File: src/sipt_pkg.sv
// ----------------------------------------------------------------------------
// sipt_pkg
// Shared types for the segment intersection point block: status codes, the
// input and result words, and the control bits that travel down the divider.
// ----------------------------------------------------------------------------
package sipt_pkg;

    // Result classification codes.
    typedef enum logic [1:0] {
        ST_CROSS     = 2'd0,
        ST_PARALLEL  = 2'd1,
        ST_COLLINEAR = 2'd2,
        ST_OUTSIDE   = 2'd3
    } t_status;

    // One input word: two segments as signed integer end points.
    typedef struct packed {
        logic signed [15:0] seg1_start_x;
        logic signed [15:0] seg1_start_y;
        logic signed [15:0] seg1_end_x;
        logic signed [15:0] seg1_end_y;
        logic signed [15:0] seg2_start_x;
        logic signed [15:0] seg2_start_y;
        logic signed [15:0] seg2_end_x;
        logic signed [15:0] seg2_end_y;
    } t_seg_in;

    // One result word.
    typedef struct packed {
        t_status            status;
        logic               intersects;
        logic signed [31:0] cross_x;
        logic signed [31:0] cross_y;
    } t_seg_out;

    // Control bits that ride alongside the divider lanes.
    typedef struct packed {
        t_status status;
        logic    hit;
        logic    neg_x;
        logic    neg_y;
    } t_cell_ctrl;

endpackage

File: src/sipt_div_cell.sv
// ----------------------------------------------------------------------------
// sipt_div_cell
// One restoring division step for the x and y lanes. Each cell holds one
// word of the divider pipeline and passes it to its neighbor when the neighbor can take it.
// ----------------------------------------------------------------------------
module sipt_div_cell #(
    parameter int DW = 34,
    parameter int QB = 33,
    parameter int CB = 16
) (
    input  logic                  i_clk,
    input  logic                  i_rst_n,
    input  logic                  i_valid,
    input  logic                  i_en_dn,
    output logic                  o_en_up,
    input  sipt_pkg::t_cell_ctrl  i_ctrl,
    input  logic [DW-1:0]         i_w,
    input  logic signed [CB-1:0]  i_base_x,
    input  logic signed [CB-1:0]  i_base_y,
    input  logic [DW-1:0]         i_rem_x,
    input  logic [DW-1:0]         i_rem_y,
    input  logic [QB-1:0]         i_num_x,
    input  logic [QB-1:0]         i_num_y,
    output logic                  o_valid,
    output sipt_pkg::t_cell_ctrl  o_ctrl,
    output logic [DW-1:0]         o_w,
    output logic signed [CB-1:0]  o_base_x,
    output logic signed [CB-1:0]  o_base_y,
    output logic [DW-1:0]         o_rem_x,
    output logic [DW-1:0]         o_rem_y,
    output logic [QB-1:0]         o_num_x,
    output logic [QB-1:0]         o_num_y
);
    import sipt_pkg::*;

    logic              r_valid;
    t_cell_ctrl        r_ctrl;
    logic [DW-1:0]     r_w;
    logic signed [CB-1:0] r_base_x, r_base_y;
    logic [DW-1:0]     r_rem_x, r_rem_y;
    logic [QB-1:0]     r_num_x, r_num_y;
    logic [DW-1:0]     n_rem_x, n_rem_y;
    logic [QB-1:0]     n_num_x, n_num_y;
    logic [DW:0]       t_x, t_y, d_x, d_y;
    logic              ge_x, ge_y;
    logic              load;

    // The cell takes a new word when empty or when its own word moves on.
    assign load    = !r_valid || i_en_dn;
    assign o_en_up = load;

    // Shift in the next numerator bit and subtract the divisor if it fits.
    always_comb begin
        t_x  = {i_rem_x, i_num_x[QB-1]};
        t_y  = {i_rem_y, i_num_y[QB-1]};
        ge_x = t_x >= {1'b0, i_w};
        ge_y = t_y >= {1'b0, i_w};
        d_x  = t_x - {1'b0, i_w};
        d_y  = t_y - {1'b0, i_w};
        n_rem_x = ge_x ? d_x[DW-1:0] : t_x[DW-1:0];
        n_rem_y = ge_y ? d_y[DW-1:0] : t_y[DW-1:0];
        n_num_x = {i_num_x[QB-2:0], ge_x};
        n_num_y = {i_num_y[QB-2:0], ge_y};
    end

    always_ff @(posedge i_clk) begin
        if (!i_rst_n) begin
            r_valid <= 1'b0;
        end else if (load) begin
            r_valid <= i_valid;
        end
    end

    always_ff @(posedge i_clk) begin
        if (load) begin
            r_ctrl   <= i_ctrl;
            r_w      <= i_w;
            r_base_x <= i_base_x;
            r_base_y <= i_base_y;
            r_rem_x  <= n_rem_x;
            r_rem_y  <= n_rem_y;
            r_num_x  <= n_num_x;
            r_num_y  <= n_num_y;
        end
    end

    assign o_valid  = r_valid;
    assign o_ctrl   = r_ctrl;
    assign o_w      = r_w;
    assign o_base_x = r_base_x;
    assign o_base_y = r_base_y;
    assign o_rem_x  = r_rem_x;
    assign o_rem_y  = r_rem_y;
    assign o_num_x  = r_num_x;
    assign o_num_y  = r_num_y;

endmodule

File: config.mk
export PLATFORM = sky130hd
export DESIGN_NAME = sipt_div_cell
export DESIGN_NICKNAME = d
export VERILOG_FILES = /design/src/sipt_pkg.sv /design/src/sipt_div_cell.sv
export SDC_FILE = /design/constraint.sdc
export NUM_CORES = 1
export LEC_CHECK = 0
export BUFFER_PORTS_ARGS = -buffer_cell sky130_fd_sc_hd__buf_4
export CAP_MARGIN = 5
export CORE_MARGIN = 10
export CORE_UTILIZATION = 54
export CTS_CLUSTER_SIZE = 16
export DETAILED_ROUTE_END_ITERATION = 10
export PLACE_DENSITY = 0.87
export SLEW_MARGIN = 20
export SYNTH_ARGS = -nofsm -noshare
export SYNTH_HDL_FRONTEND = slang
export SYNTH_SLANG_ARGS = --single-unit
File: constraint.sdc
create_clock -name i_clk -period 11.95 [get_ports i_clk]
set_clock_uncertainty 0.1 [all_clocks]
set_input_delay 0.5975 -clock i_clk [delete_from_list [all_inputs] [get_ports i_clk]]
set_output_delay 0.5975 -clock i_clk [all_outputs]
set_load 0.03 [all_outputs]
==> parameters.txt <==
Parameter                              Value

Placed design
  DP Worst Slack    between 7 and 8 ns
  Total of buffers placed on input and output ports    415
  Placer congestion estimate    0.974
  Placed cell count    roughly 1600
  DP Wirelength    ~31000 µm

Worst setup path
  Worst path required time    12.11 ns
  Maximum fanout along the worst path    25
  Count of cells along the worst register-to-register path    2
  WP data arrival    4.07 ns
  Class of the most critical setup path    in -> reg
  Critical Path End Type    flop
  Startpoint kind of the worst setup timing path    primary input

STA
  Worst-Margin Slew    1.03 ns
  Final WS setup    8.04 ns
  Hold Vio Cnt, Final    0
  Achievable Freq    0.256 GHz
  Sum of negative setup slack    0 ns
  Final count of negative-setup-slack endpoints    0
  Normalized max-slew margin    31.1%
  Number of max-slew violations in the final report    0
  Final cycle utilization of the critical path    32.7%
  RSZ-0062 raised after global routing    false
  Minimum clock period    3.91 ns

Floorplan
  Number of cell rows    52
  Die outline area    0.0266 mm²
  Die Span X    163 µm
  Die H    163 µm
  Effective utilization at floorplan    54.8%
  Area of the core    about 0.020 mm²
  Top-level port count    416

Power
  Maximum VDD drop    0.182 mV
  Power per unit of standard cell area    152 mW/mm²
  Switching share of power    31.0%
  Internal power consumption    1.60 mW
  Leak pwr    between 6 and 7 nW
  Share of total power in combinational logic    between 20% and 30%
  Switching power    0.717 mW
  Total power draw    2.31 mW
  Relative contribution of sequential cells to total power    39.9%
  Clock share of power    30.5%

Clock network
  Number of buffers between clock root and the deepest sink    3
  Number of gates resized after CTS    0
  Clk Tree Root Cell    sky130_fd_sc_hd__clkbuf_16
  Clock tree from TritonCTS    yes
  Htree depth    1
  Clock-pin slew of the registers on the worst-case setup and hold paths    ~0.06 ns
  Total clock sinks    just over 200
  CTS Buf Count    23
  CTS Hold Buffers Added    0
  Clock latency on the worst-skew pair    0.50 ns
  Post-CTS Setup Repair Bufs    0

Drt
  Pre-Repair DR Iteration Count    6
  DRC violation count after routing    0
  DRT iter0 DRCs    733
  Detail Route Antenna Nets    0
  Via count normalized by instance count    5.73
  Detail-routed net length per standard cell    roughly 24 µm
  Total via count in the routed design    ~9300
  Total detailed-routing wirelength    39100 µm

Global routing
  Wire length of the first global-routing pass    56200 µm
  Total global-route track usage    27.6%
  Maximum number of pins on one net before global-route repair    133
  Global route total overflow    0
  Number of antenna violations at the first check in global routing    2
  Vias in the first global route    9134

Synthesis
  Syn Inst Count    918
  Sequential element share of the synthesized area    a little under three fifths
  Number of different library cells in the post-synthesis netlist    67
  Average cell area after synthesis    12.0 µm²
  Yosys warning count    0
  Share of synthesized registers carrying an async set or reset    0%
  Predominant post-synthesis flop cell    sky130_fd_sc_hd__edfxtp_1
  Number of enable-type register cells in the synthesized netlist    205
  Cell area after technology mapping    about 0.011 mm²
  Flop and latch count out of synthesis    206
  Synth Net Count    1197

Final layout
  Nets    1614
  Count of placed standard cells in the final layout, fillers left out    1620
  Fill cell total of the finished layout    approximately 1400
  Fraction of final layout cells sized beyond drive strength 1    37.8%
  Area added between synthesis and finish    37.2%

Run status
  Outcome    finished clean

Job
  Max-cap violations    0

Worst hold path
  Min-delay worst type    in -> reg
  Hold depth    1
[per-layer routing]
layer,global-route usage [%],routed length [µm],share of wire [%],vias to the layer above
li1,-,-,-,4315
met1,30.1,13900,36,4487
met2,50.4,20500,52,400
met3,7.50,3330,8.5,72
met4,9.47,1350,3.5,2
met5,0,11,0.028,-
[path summary, 6_finish.rpt]
path / from / to / slack (ns)
max: i_w[16] / o_rem_y[11]$_DFFE_PP_ / 8.04
min: i_num_x[1] / o_num_x[2]$_DFFE_PP_ / 0.16
max reg2reg: o_valid$_SDFFE_PN0P_ / o_rem_y[7]$_DFFE_PP_ / 9.56
min reg2reg: o_valid$_SDFFE_PN0P_ / o_base_y[5]$_DFFE_PP_ / 1.26
[cells in the final DEF, fill, tap and decap left out, drive strengths merged, types with 35 or more instances in the layout]
cell,Yosys,final
buf,8,417
mux2,44,44
nand2,54,54
edfxtp,205,205
o21ai,35,35
ha,68,68
inv,60,60
a21oi,87,87
nor2,65,65
a21o,38,38
[logic make-up after synthesis]
group	Yosys count	synth area share [%]
xor gates and xnor gates	51	4.04
buffers and inverters	85	3.15
muxes	49	4.93
and+or+nand+nor	209	9.02
DFF	206	55.9
adders and majority gates	70	8.06
AOI/OAI and AO/OA	248	14.9
[worst max-delay path: stages]
cell and delay (ns):
sky130_fd_sc_hd__buf_4 0.09, sky130_fd_sc_hd__inv_1 0.07, sky130_fd_sc_hd__ha_1 0.37, sky130_fd_sc_hd__a21o_1 0.20, sky130_fd_sc_hd__a21o_1 0.22, sky130_fd_sc_hd__a2111oi_4 0.40
sky130_fd_sc_hd__a31oi_1 0.24, sky130_fd_sc_hd__a211o_2 0.41, sky130_fd_sc_hd__a21o_1 0.21, sky130_fd_sc_hd__a31oi_4 0.42, sky130_fd_sc_hd__buf_4 0.42, sky130_fd_sc_hd__mux2_2 0.39
[Yosys cell counts, drive strengths merged, types with 4 or more instances]
cell | count | area, µm²
or2 | 5 | 31.3
nor2b | 7 | 43.8
inv | 60 | 225
and3 | 7 | 43.8
a211oi | 7 | 57.6
o21a | 7 | 52.6
mux2i | 5 | 50.1
nor4 | 5 | 31.3
a21o | 38 | 285
a31o | 5 | 43.8
o211ai | 8 | 60.1
o21ai | 35 | 175
o311ai | 4 | 35.0
nand3 | 16 | 80.1
clkbuf | 17 | 63.8
nand2 | 54 | 203
mux2 | 44 | 495
nand2b | 7 | 43.8
xor2 | 18 | 158
xnor2 | 33 | 289
a21oi | 87 | 435
nand4 | 12 | 75.1
ha | 68 | 851
nor2 | 65 | 244
nor3 | 13 | 65.1
o311a | 4 | 40.0
and2 | 5 | 31.3
a2111oi | 6 | 71.3
a31oi | 10 | 83.8
o21bai | 9 | 67.6
buf | 8 | 58.8
edfxtp | 205 | 6160
[per-stage QoR]
step	hold WS, ns	utilization, %	area, µm²
final	0.163	75.2	15200
after global routing	0.151	75.2	15200
after CTS	0.152	75.2	15200
after detailed placement	0.677	71.5	14400
after global placement	0.676	71.5	14400
after floorplan	0.596	-	11100
[flip-flops by register name, summed over array words and instances (netlist names)]
| signal | count |
|---|---|
| o_base_x | 16 |
| o_base_y | 16 |
| o_ctrl | 5 |
| o_num_x | 33 |
| o_num_y | 33 |
| o_rem_x | 34 |
| o_rem_y | 34 |
| o_valid | 1 |
| o_w | 34 |
[power by group through the flow]
stage	combinational [mW]	clock [mW]	sequential, mW
after detailed placement	0.679	0	0.936
after floorplan	0.246	0	1.11
after CTS	0.683	0.716	0.923
after global placement	0.671	0	0.933
final	0.684	0.706	0.922
after global routing	0.724	0.743	0.929
[final cells by class]
cell class	count	area (µm²)	area share [%]
sequential	206	6180	40.7
multi-input combinational	627	4540	29.9
timing repair buffer	417	3140	20.7
clock buffer	31	626	4.13
tap	270	338	2.23
inverter	60	225	1.49
clock inverter	8	114	0.751
antenna	1	2.50	0.0165
No activity file was read; power rests on OpenSTA's default activity.
